### config.mk
export PLATFORM = sky130hd
export DESIGN_NAME = cmm_regs
export DESIGN_NICKNAME = d
export VERILOG_FILES = /design/src/rtl/cmm_pkg.sv /design/src/rtl/cmm_regs.sv
export SDC_FILE = /design/constraint.sdc
export NUM_CORES = 1
export LEC_CHECK = 0
export ABC_AREA = 1
export BUFFER_PORTS_ARGS = -buffer_cell sky130_fd_sc_hd__buf_2
export CORE_ASPECT_RATIO = 0.8
export CORE_UTILIZATION = 50
export DETAILED_ROUTE_END_ITERATION = 7
export PLACE_DENSITY = 0.8
export SYNTH_ARGS = -nofsm -noshare
export SYNTH_HDL_FRONTEND = slang
export SYNTH_SLANG_ARGS = --single-unit
### constraint.sdc
create_clock -name clk -period 7.4 [get_ports clk]
set_input_delay 1.11 -clock clk [delete_from_list [all_inputs] [get_ports clk]]
set_output_delay 1.11 -clock clk [all_outputs]
set_load 0.005 [all_outputs]
### src/rtl/cmm_pkg.sv
// ----------------------------------------------------------------------------
// Colour matrix mixer package
// Shared widths, register indexes, configuration struct and arithmetic helpers.
// ----------------------------------------------------------------------------
`default_nettype none

package cmm_pkg;

  localparam int NumChan   = 4;
  localparam int ChanW     = 8;
  localparam int CoefW     = 14;
  localparam int RowW      = NumChan * CoefW;
  localparam int ProdW     = 22;          // 255 * 9000 fits in 22 bits
  localparam int QuotW     = 12;          // 2295 at most after the divide
  localparam int SumW      = 14;          // four quotients, 9180 at most
  localparam int RecipW    = 23;
  localparam int RecipMulW = ProdW + RecipW;
  localparam int RecipSh   = 32;
  localparam int PaddrW    = 6;
  localparam int PdataW    = 64;
  localparam int IdxW      = 3;
  localparam int IdxLsb    = 3;           // registers sit 8 bytes apart

  localparam int                 MixDiv   = 1000;
  localparam logic [CoefW-1:0]   CoefMax  = 14'd9000;
  localparam logic [SumW-1:0]    SumClamp = 14'd255;
  localparam logic [ChanW-1:0]   ChanMax  = 8'd255;
  // ceil(2^32 / 1000): exact quotient for any dividend below 2^22
  localparam logic [RecipW-1:0]  Recip    = 23'd4294968;

  // Channel column and row positions.
  localparam int ChRed   = 0;
  localparam int ChGreen = 1;
  localparam int ChBlue  = 2;
  localparam int ChAlpha = 3;

  typedef logic [ChanW-1:0] chan_t;
  typedef logic [CoefW-1:0] coef_t;
  typedef logic [RowW-1:0]  row_t;
  typedef coef_t [NumChan-1:0] coef_row_t;

  typedef enum logic [IdxW-1:0] {
    REG_RED_ROW   = 3'd0,
    REG_GREEN_ROW = 3'd1,
    REG_BLUE_ROW  = 3'd2,
    REG_ALPHA_ROW = 3'd3,
    REG_WITH_ALPHA = 3'd4
  } reg_idx_t;

  // Coefficient matrix, indexed [output row][input column], plus pixel mode.
  typedef struct packed {
    coef_row_t [NumChan-1:0] coef;
    logic                    with_alpha;
  } cmm_cfg_t;

  // Coefficients above the legal maximum count as the maximum.
  function automatic coef_t sat_coef(input coef_t c);
    return (c > CoefMax) ? CoefMax : c;
  endfunction

  // Division by 1000 through a multiply by the rounded-up reciprocal.
  function automatic logic [QuotW-1:0] div_by_1000(input logic [ProdW-1:0] x);
    logic [RecipMulW-1:0] p;
    p = RecipMulW'(x) * RecipMulW'(Recip);
    return p[RecipSh +: QuotW];
  endfunction

  // Saturate a channel sum to the 8-bit range.
  function automatic chan_t clamp_chan(input logic [SumW-1:0] s);
    return (s > SumClamp) ? ChanMax : s[ChanW-1:0];
  endfunction

endpackage

`default_nettype wire

### src/rtl/cmm_regs.sv
// ----------------------------------------------------------------------------
// Colour matrix mixer register file
// APB-style register bank holding the four coefficient rows and pixel mode.
// ----------------------------------------------------------------------------
`default_nettype none

module cmm_regs (
  input  wire logic                         clk,
  input  wire logic                         rst,
  input  wire logic                         psel,
  input  wire logic                         penable,
  input  wire logic                         pwrite,
  input  wire logic [cmm_pkg::PaddrW-1:0]   paddr,
  input  wire logic [cmm_pkg::PdataW-1:0]   pwdata,
  output logic      [cmm_pkg::PdataW-1:0]   prdata,
  output logic                              pready,
  output cmm_pkg::cmm_cfg_t                 cfg
);
  import cmm_pkg::*;

  row_t     rows [NumChan];
  logic     with_alpha;
  logic     wr_en;
  reg_idx_t idx;

  assign pready = 1'b1;
  assign wr_en  = psel && penable && pwrite;
  assign idx    = reg_idx_t'(paddr[IdxLsb +: IdxW]);

  // Register writes; unused addresses are ignored.
  always_ff @(posedge clk) begin
    if (rst) begin
      for (int r = 0; r < NumChan; r++) begin
        rows[r] <= RowW'(MixDiv) << (CoefW * r);
      end
      with_alpha <= 1'b0;
    end else if (wr_en) begin
      case (idx)
        REG_RED_ROW:    rows[ChRed]   <= pwdata[RowW-1:0];
        REG_GREEN_ROW:  rows[ChGreen] <= pwdata[RowW-1:0];
        REG_BLUE_ROW:   rows[ChBlue]  <= pwdata[RowW-1:0];
        REG_ALPHA_ROW:  rows[ChAlpha] <= pwdata[RowW-1:0];
        REG_WITH_ALPHA: with_alpha    <= pwdata[0];
        default: ;
      endcase
    end
  end

  // Read-back multiplexer.
  always_comb begin
    case (idx)
      REG_RED_ROW:    prdata = PdataW'(rows[ChRed]);
      REG_GREEN_ROW:  prdata = PdataW'(rows[ChGreen]);
      REG_BLUE_ROW:   prdata = PdataW'(rows[ChBlue]);
      REG_ALPHA_ROW:  prdata = PdataW'(rows[ChAlpha]);
      REG_WITH_ALPHA: prdata = PdataW'(with_alpha);
      default:        prdata = '0;
    endcase
  end

  // Unpack the rows into the coefficient matrix.
  always_comb begin
    for (int r = 0; r < NumChan; r++) begin
      for (int c = 0; c < NumChan; c++) begin
        cfg.coef[r][c] = rows[r][c*CoefW +: CoefW];
      end
    end
    cfg.with_alpha = with_alpha;
  end

endmodule

`default_nettype wire

==> results of run 1 <==
==> path summary, 6_finish.rpt <==
check / from / to / slack [ns] / depth (start not counted)
setup / recovery: paddr[4] / prdata[30] / 3.32 / 10
hold / removal: with_alpha / with_alpha / 0.53 / 2
setup reg to reg: with_alpha / with_alpha / 6.80 / 2
hold reg to reg: with_alpha / with_alpha / 0.53 / 2
==> cells by family (layout without fill, tap and decap cells) <==
group | after synthesis | in the layout | share of synthesized area, %
and+or+nand+nor | 523 | 523 | 20.3
buffers and inverters | 230 | 575 | 9.86
DFF | 225 | 225 | 66.8
AOI/OAI and AO/OA | 60 | 60 | 2.97
other | 2 | 11 | 0.0743
==> Yosys cell counts (all sizes together) <==
cell | count | area [µm²]
edfxtp | 224 | 6730
nor2 | 259 | 975
buf | 47 | 309
nand2 | 251 | 942
nor3 | 4 | 65.1
a21oi | 56 | 280
conb | 2 | 7.51
nand3 | 7 | 57.6
nand4 | 2 | 12.5
o21ai | 4 | 20.0
clkbuf | 5 | 18.8
dfxtp | 1 | 20.0
inv | 178 | 668
==> critical path: cells and delay by family <==
family | cells | cell delay (ns)
buf+inv | 5 | 1.24
simple gates | 5 | 0.58
==> layout make-up <==
class | count | area [µm²]
multi-input cells | 592 | 2430
clock buffers | 31 | 606
well taps | 264 | 330
diodes | 2 | 5.00
repair buffers | 355 | 1800
fillers | 1609 | 7110
clock inverters | 11 | 103
flip-flops and latches | 225 | 6750
inverters | 178 | 668
==> per-layer routing <==
layer  share of wire (%)  wire length (µm)  global-route usage (%)  up-vias
met5                   0                 0                       0        -
met4                 2.2               637                    8.32        0
met3                  10              2900                    6.47       60
met2                  49             14300                    46.9      469
met1                  39             11300                    34.3     3998
li1                    -                 -                       -     3893
==> registers in the layout, indices dropped and copies added (netlist names) <==
register    count
rows          224
with_alpha      1
==> per-stage QoR <==
stage                     hold slack (ns)  util [%]
after detailed placement            0.524      60.5
after CTS                           0.540      64.1
after global routing                0.571      64.1
after floorplan                     0.475         -
final                               0.529      64.1
after global placement              0.516      60.5
==> power by group through the flow <==
| stage | logic, µW | clock network, µW | registers [µW] |
|---|---|---|---|
| floorplan | 106 | 0 | 1550 |
| global placement | 268 | 0 | 1540 |
| detailed placement | 271 | 0 | 1540 |
| CTS | 273 | 1120 | 1510 |
| global route | 300 | 1170 | 1520 |
| finish | 272 | 1110 | 1510 |
==> flow_metrics.env, run 1 <==
export IMPL_outcome="completed"
export IMPL_cts_tree="built"
export IMPL_areaGrowthSynthToFinish_pct=25.6
export IMPL_crit_path_end_kind="output port"
export IMPL_finalWeightedCongestion=0.820
export IMPL_vias=8420
export IMPL_period_share_pct=55.1
export IMPL_seq_area_frac_synth_pct=66.8
export IMPL_netSwitchingFraction_pct=23.3
export IMPL_netlist_instances=1040
export IMPL_cp_slowest_cell="inv_2"
export IMPL_cts_clk_slew_worst_paths_ns=0.07
export IMPL_dr_first_iter_drc_count=463
export IMPL_slew_headroom_pct=23.0
export IMPL_die_w_um=161
export IMPL_avgSynthCellArea_um2=9.71
export IMPL_fmax_mhz=245
export IMPL_setup_viol=0
export IMPL_grt_overflow_total=0
export IMPL_place_ws_ns=3.32
export IMPL_intPower_uw=2220
export IMPL_drive_gt1_share_pct=29.1
export IMPL_ant_nets=0
export IMPL_sequentialPowerShare_pct=52.3
export IMPL_ys_types=19
export IMPL_wl_per_cell_um=17.6
export IMPL_cts_root_buffer="clkbuf_16"
export IMPL_clock_latency_ns=0.51
export IMPL_grt_pass1_wl_mm=42.9
export IMPL_hpwl_mm=18.8
export IMPL_placed_area_um2=12000
export IMPL_p_leak_uw=0.00622
export IMPL_ctsResizeCount=0
export IMPL_worst_slack_ns=3.32
export IMPL_ios=365
export IMPL_finalPower_uw=2890
export IMPL_placed_cells=1614
export IMPL_ys_warn_count=0
export IMPL_grt_antenna_before_repair=2
export IMPL_cpMostUsedCell="nand2_1"
export IMPL_rows=46
export IMPL_numCtsBuffers=23
export IMPL_cts_max_level=1
export IMPL_ctsHoldBuffers=0
export IMPL_start_util_pct=51.0
export IMPL_crit_path_max_fanout=30
export IMPL_final_nets=1450
export IMPL_post_cts_repair_setup_buffers=0
export IMPL_final_cell_mix="buf_2 (344), nor2_1 (258), nand2_1 (251)"
export IMPL_setup_tns_ns=0
export IMPL_drc=0
export IMPL_power_per_cell_area_nw_per_um2=228
export IMPL_core_area_um2=19800
export IMPL_cts_num_sinks=225
export IMPL_ir_worst_vdd_mv=0.209
export IMPL_hold_viol=0
export IMPL_final_area_um2=12700
export IMPL_synth_area_um2=10100
export IMPL_layoutNonFillerInstCount=1658
export IMPL_maxCapViolations=0
export IMPL_tightest_slew_ns=1.15
export IMPL_crit_chain="buf_2 > nor2_2 > nand2_1 > inv_2 > buf_4 > nand2_1 > nand2_1 > inv_1 > nand2_1 > buf_2"
export IMPL_final_common_cell="buf_2"
export IMPL_critical_path_class="in -> out"
export IMPL_clockPowerShare_pct=38.3
export IMPL_die_area_um2=20800
export IMPL_grt_pass1_vias=7856
export IMPL_slew_viol_final=0
export IMPL_die_h_um=129
export IMPL_ys_ff_latch=225
export IMPL_min_path_type="reg -> reg"
export IMPL_rsz0062_at_grt="no"
export IMPL_grt_max_degree=57
export IMPL_critPathArrivalTime_ns=2.97
export IMPL_min_period_ns=4.08
export IMPL_clockBufferDepth=3
export IMPL_required_ns=6.29
export IMPL_critPathMaxStageDelay_ns=0.47
export IMPL_totalWireLength_mm=29.1
export IMPL_vias_per_cell=5.08
export IMPL_start_kind="input pin"
export IMPL_power_switching_uw=675
export IMPL_finalClockSkew_ns=0
export IMPL_dr_pass1_iters=5
export IMPL_combPwrFrac_pct=9.4
export IMPL_track_usage_pct=27.2
export IMPL_portBuffers=344
(Power assumes the default switching activity.)
==> run 2, diff against run 1 <==
clock period = 4 ns   (was 7.4 ns; I/O delays follow)
==> flow_metrics.env, run 2 (synthesized netlist as in run 1, its figures left out) <==
export IMPL_required_ns=3.40
export IMPL_grt_pass1_vias=7911
export IMPL_rows=46
export IMPL_final_cell_mix="buf_2 (344), nor2_1 (258), nand2_1 (251)"
export IMPL_r2r_end="with_alpha"
export IMPL_slew_headroom_pct=20.6
export IMPL_cts_tree="built"
export IMPL_hold_viol=0
export IMPL_min_path_type="in -> reg"
export IMPL_grt_overflow_total=0
export IMPL_hpwl_mm=19.3
export IMPL_reg2reg_slack_ns=3.35
export IMPL_final_nets=1453
export IMPL_outcome="completed"
export IMPL_cts_root_buffer="clkbuf_16"
export IMPL_min_path_cells=3
export IMPL_totalWireLength_mm=29.5
export IMPL_portBuffers=344
export IMPL_critPathArrivalTime_ns=2.31
export IMPL_hold_start="pwdata[22]"
export IMPL_grt_max_degree=51
export IMPL_ctsHoldBuffers=0
export IMPL_crit_path_max_fanout=29
export IMPL_track_usage_pct=27.5
export IMPL_ios=365
export IMPL_diodes=0
export IMPL_ctsResizeCount=0
export IMPL_post_cts_repair_setup_buffers=0
export IMPL_grt_pass1_wl_mm=43.6
export IMPL_drc=0
export IMPL_largest_register="rows"
export IMPL_cts_max_level=1
export IMPL_start_kind="input pin"
export IMPL_place_ws_ns=1.11
export IMPL_final_area_um2=12800
export IMPL_hold_end="rows[1][22]"
export IMPL_maxCapViolations=0
export IMPL_cts_clk_slew_worst_paths_ns=0.06
export IMPL_die_w_um=161
export IMPL_grt_antenna_before_repair=1
export IMPL_numCtsBuffers=23
export IMPL_dr_pass1_iters=5
export IMPL_core_area_um2=19800
export IMPL_start_util_pct=51.0
export IMPL_slew_viol_final=0
export IMPL_placed_area_um2=12000
export IMPL_largest_reg_flops=224
export IMPL_clock_latency_ns=0.50
export IMPL_critical_path_class="in -> out"
export IMPL_final_common_cell="buf_2"
export IMPL_die_h_um=129
export IMPL_top_regs="rows: 224 flops, with_alpha: 1 flops"
export IMPL_finalClockSkew_ns=0
export IMPL_dr_first_iter_drc_count=599
export IMPL_crit_path_end_kind="output port"
export IMPL_finalWeightedCongestion=0.815
export IMPL_setup_tns_ns=0
export IMPL_r2r_start="with_alpha"
export IMPL_vias_per_cell=5.00
export IMPL_power_per_cell_area_nw_per_um2=428
export IMPL_fmax_mhz=344
export IMPL_clockBufferDepth=3
export IMPL_setup_viol=0
export IMPL_period_share_pct=72.7
export IMPL_drive_gt1_share_pct=29.4
export IMPL_worst_slack_ns=1.09
export IMPL_tightest_slew_ns=1.19
export IMPL_wl_per_cell_um=17.9
export IMPL_p_leak_uw=0.00626
export IMPL_fill_cells=1535
export IMPL_die_area_um2=20800
export IMPL_areaGrowthSynthToFinish_pct=26.5
export IMPL_min_period_ns=2.91
export IMPL_cts_num_sinks=225
export IMPL_rsz0062_at_grt="no"
export IMPL_ant_nets=0
export IMPL_ir_worst_vdd_mv=0.312
export IMPL_r2r_cells=2
export IMPL_vias=8277
==> run 2: cell types whose count changed in the layout (fill, tap and decap cells not counted), sizes merged <==
cell | before | now
diode | 2 | 0
bufinv | 2 | 4
inv | 179 | 178
clkbuf | 31 | 27
buf | 355 | 358
clkinv | 8 | 6
==> run 2: layout make-up <==
| cell class | instances | area, µm² | share of cell area, % |
|---|---|---|---|
| clock buffers | 27 | 591 | 4.62 |
| clock inverters | 10 | 146 | 1.15 |
| inverters | 178 | 668 | 5.23 |
| multi-input cells | 592 | 2430 | 19.0 |
| flip-flops and latches | 225 | 6750 | 52.8 |
| well taps | 264 | 330 | 2.59 |
| repair buffers | 358 | 1860 | 14.6 |
==> run 2: how the worst max path moves through the flow <==
stage / startpoint / to / slack (ns) / cells past startpoint
after floorplan: paddr[5] / rows[2][0] / 0.12 / 3
after global placement: paddr[5] / prdata[9] / 1.13 / 10
after detailed placement: paddr[5] / prdata[9] / 1.11 / 10
after CTS: paddr[5] / prdata[9] / 1.10 / 10
after global routing: paddr[5] / prdata[9] / 0.93 / 10
final: paddr[5] / prdata[9] / 1.09 / 10
==> run 2: through the flow <==
stage | power (µW) | instances | util (%) | hold slack [ns]
final | 5470 | 1654 | 64.5 | 0.402
after global routing | 5630 | 1654 | 64.5 | 0.405
after CTS | 5480 | 1654 | 64.5 | 0.384
after detailed placement | 3360 | 1617 | 60.8 | 0.564
after global placement | 3340 | 1617 | 60.8 | 0.568
after floorplan | 3060 | 1047 | - | 0.475
==> run 2: critical path: stages <==
cell and delay (ns):
buf_2 0.11, inv_2 0.12, nand3_1 0.23, inv_2 0.55, buf_12 0.29, nand2_1 0.07
nand2_1 0.06, inv_1 0.04, nand2_1 0.10, buf_2 0.13
==> run 2: report_power, final <==
group	internal, µW	leakage, µW	switching (µW)	total, µW
Combinational	196	0.00374	319	515
Sequential	2730	0.00216	72.9	2800
Clock	1300	0.000361	853	2150
==> run 2: layer usage <==
metal / GRT usage [%] / wire (µm)
met4: 8.27 / 752
met1: 34.8 / 11400
met3: 5.89 / 2750
met5: 0 / 11
met2: 47.8 / 14600
==> run 3, diff against run 2 <==
clock period = 2.9 ns   (was 4 ns; I/O delays follow)
==> flow_metrics.env, run 3 (synthesized netlist as in run 1, its figures left out) <==
export IMPL_outcome="completed"
export IMPL_tightest_slew_ns=0.637
export IMPL_r2r_end="with_alpha"
export IMPL_numCtsBuffers=23
export IMPL_netSwitchingFraction_pct=23.6
export IMPL_place_ws_ns=0.626
export IMPL_power_per_cell_area_nw_per_um2=561
export IMPL_setup_viol=0
export IMPL_crit_path_end_kind="output port"
export IMPL_dr_pass1_iters=5
export IMPL_crit_path_max_fanout=34
export IMPL_slew_viol_final=0
export IMPL_worst_slack_ns=0.576
export IMPL_hold_start="pwdata[6]"
export IMPL_drive_gt1_share_pct=29.7
export IMPL_fill_cells=1528
export IMPL_grt_overflow_total=0
export IMPL_cts_tree="built"
export IMPL_fmax_mhz=430
export IMPL_finalClockSkew_ns=0
export IMPL_final_nets=1460
export IMPL_period_share_pct=80.1
export IMPL_combPwrFrac_pct=9.9
export IMPL_final_util_pct=64.5
export IMPL_die_h_um=129
export IMPL_wl_per_cell_um=17.5
export IMPL_critPathArrivalTime_ns=1.89
export IMPL_final_cell_mix="buf_2 (344), nor2_1 (258), nand2_1 (251)"
export IMPL_r2r_start="with_alpha"
export IMPL_ios=365
export IMPL_area_sequential_um2=6750
export IMPL_multi_input_area_um2=2430
export IMPL_rsz0062_at_grt="no"
export IMPL_hold_end="rows[0][6]"
export IMPL_ctsResizeCount=0
export IMPL_totalWireLength_mm=29.1
export IMPL_required_ns=2.47
export IMPL_maxCapViolations=0
export IMPL_ir_worst_vdd_mv=0.503
export IMPL_sequentialPowerShare_pct=54.0
export IMPL_portBuffers=344
export IMPL_post_cts_repair_setup_buffers=0
export IMPL_power_switching_uw=1690
export IMPL_clockPowerShare_pct=36.2
export IMPL_min_period_ns=2.32
export IMPL_start_kind="input pin"
export IMPL_grt_max_degree=57
export IMPL_cts_clk_slew_worst_paths_ns=0.06
export IMPL_final_area_um2=12800
export IMPL_largest_register="rows"
export IMPL_intPower_uw=5470
export IMPL_clockBufferDepth=3
export IMPL_drc=0
export IMPL_track_usage_pct=27.1
export IMPL_dr_first_iter_drc_count=611
export IMPL_min_path_type="in -> reg"
export IMPL_slew_headroom_pct=57.5
export IMPL_cts_num_sinks=225
export IMPL_grt_antenna_before_repair=2
export IMPL_areaGrowthSynthToFinish_pct=26.3
export IMPL_largest_reg_flops=224
export IMPL_cts_max_level=1
export IMPL_finalWeightedCongestion=0.825
export IMPL_vias=8354
export IMPL_cts_root_buffer="clkbuf_16"
export IMPL_vias_per_cell=5.03
export IMPL_hpwl_mm=19.1
export IMPL_start_util_pct=51.0
export IMPL_placed_area_um2=12100
export IMPL_r2r_cells=2
export IMPL_rows=46
export IMPL_min_path_cells=3
export IMPL_grt_pass1_wl_mm=42.9
export IMPL_ctsHoldBuffers=0
export IMPL_reg2reg_slack_ns=2.29
export IMPL_setup_tns_ns=0
export IMPL_die_area_um2=20800
export IMPL_top_regs="rows: 224 flops, with_alpha: 1 flops"
export IMPL_grt_pass1_vias=7838
export IMPL_clock_latency_ns=0.50
export IMPL_critical_path_class="in -> out"
export IMPL_core_area_um2=19800
export IMPL_die_w_um=161
export IMPL_p_leak_uw=0.00626
export IMPL_final_common_cell="buf_2"
export IMPL_ant_nets=0
export IMPL_hold_viol=0
==> run 3: changes by cell type in the layout (fill, tap and decap cells not counted) <==
cell       change
clkinv_1       +1
bufinv_16      -4
clkinv_2       +2
buf_4          +5
diode_2        +2
inv_8          +1
clkbuf_1       -1
buf_12         +2
==> run 3: how the worst max path moves through the flow <==
stage	startpoint	endpoint	slack, ns	cells past startpoint
after floorplan	paddr[5]	rows[3][0]	0.003	5
after global placement	paddr[4]	prdata[40]	0.68	10
after detailed placement	paddr[3]	prdata[54]	0.63	10
after CTS	paddr[3]	prdata[54]	0.62	10
after global routing	paddr[3]	prdata[35]	0.46	10
final	paddr[4]	prdata[54]	0.58	10
==> run 3: power by group through the flow <==
| stage | registers (µW) | clock network [µW] | logic, µW |
|---|---|---|---|
| floorplan | 3940 | 0 | 273 |
| global placement | 3920 | 0 | 691 |
| detailed placement | 3930 | 0 | 702 |
| CTS | 3860 | 2620 | 705 |
| global route | 3880 | 2740 | 775 |
| finish | 3860 | 2590 | 705 |
==> run 3: layer usage <==
| layer | part of all wire (%) | track usage, % | wire length [µm] | up-vias |
|---|---|---|---|---|
| met3 | 9.9 | 6.69 | 2890 | 44 |
| met5 | 0 | 0 | 0 | - |
| met4 | 1.8 | 7.38 | 515 | 0 |
| met2 | 50 | 47.0 | 14500 | 455 |
| li1 | - | - | - | 3901 |
| met1 | 38 | 34.2 | 11200 | 3954 |
==> run 3: worst max-delay path, stage by stage <==
cell     delay [ns]
buf_2          0.13
nor2_2         0.15
nand2_1        0.18
inv_2          0.10
buf_4          0.41
nand2_1        0.14
nand2_1        0.11
inv_1          0.05
nand2_1        0.06
buf_2          0.11
==> run 3: through the flow <==
| step | cells | total power [µW] | hold slack (ns) |
|---|---|---|---|
| 3_3_place_gp | 1624 | 4610 | 0.497 |
| 5_1_grt | 1661 | 7390 | 0.241 |
| 4_1_cts | 1660 | 7190 | 0.211 |
| 3_5_place_dp | 1624 | 4630 | 0.514 |
| 6_report | 1662 | 7160 | 0.231 |
| 2_1_floorplan | 1047 | 4210 | 0.475 |
==> run 3: area by class of cell <==
class	instances	share of cell area (%)
clock buffers	26	4.60
multi-input cells	592	19.1
inverters	178	5.24
diodes	2	0.0392
repair buffers	365	15.2
flip-flops and latches	225	52.9
clock inverters	10	0.402
well taps	264	2.59
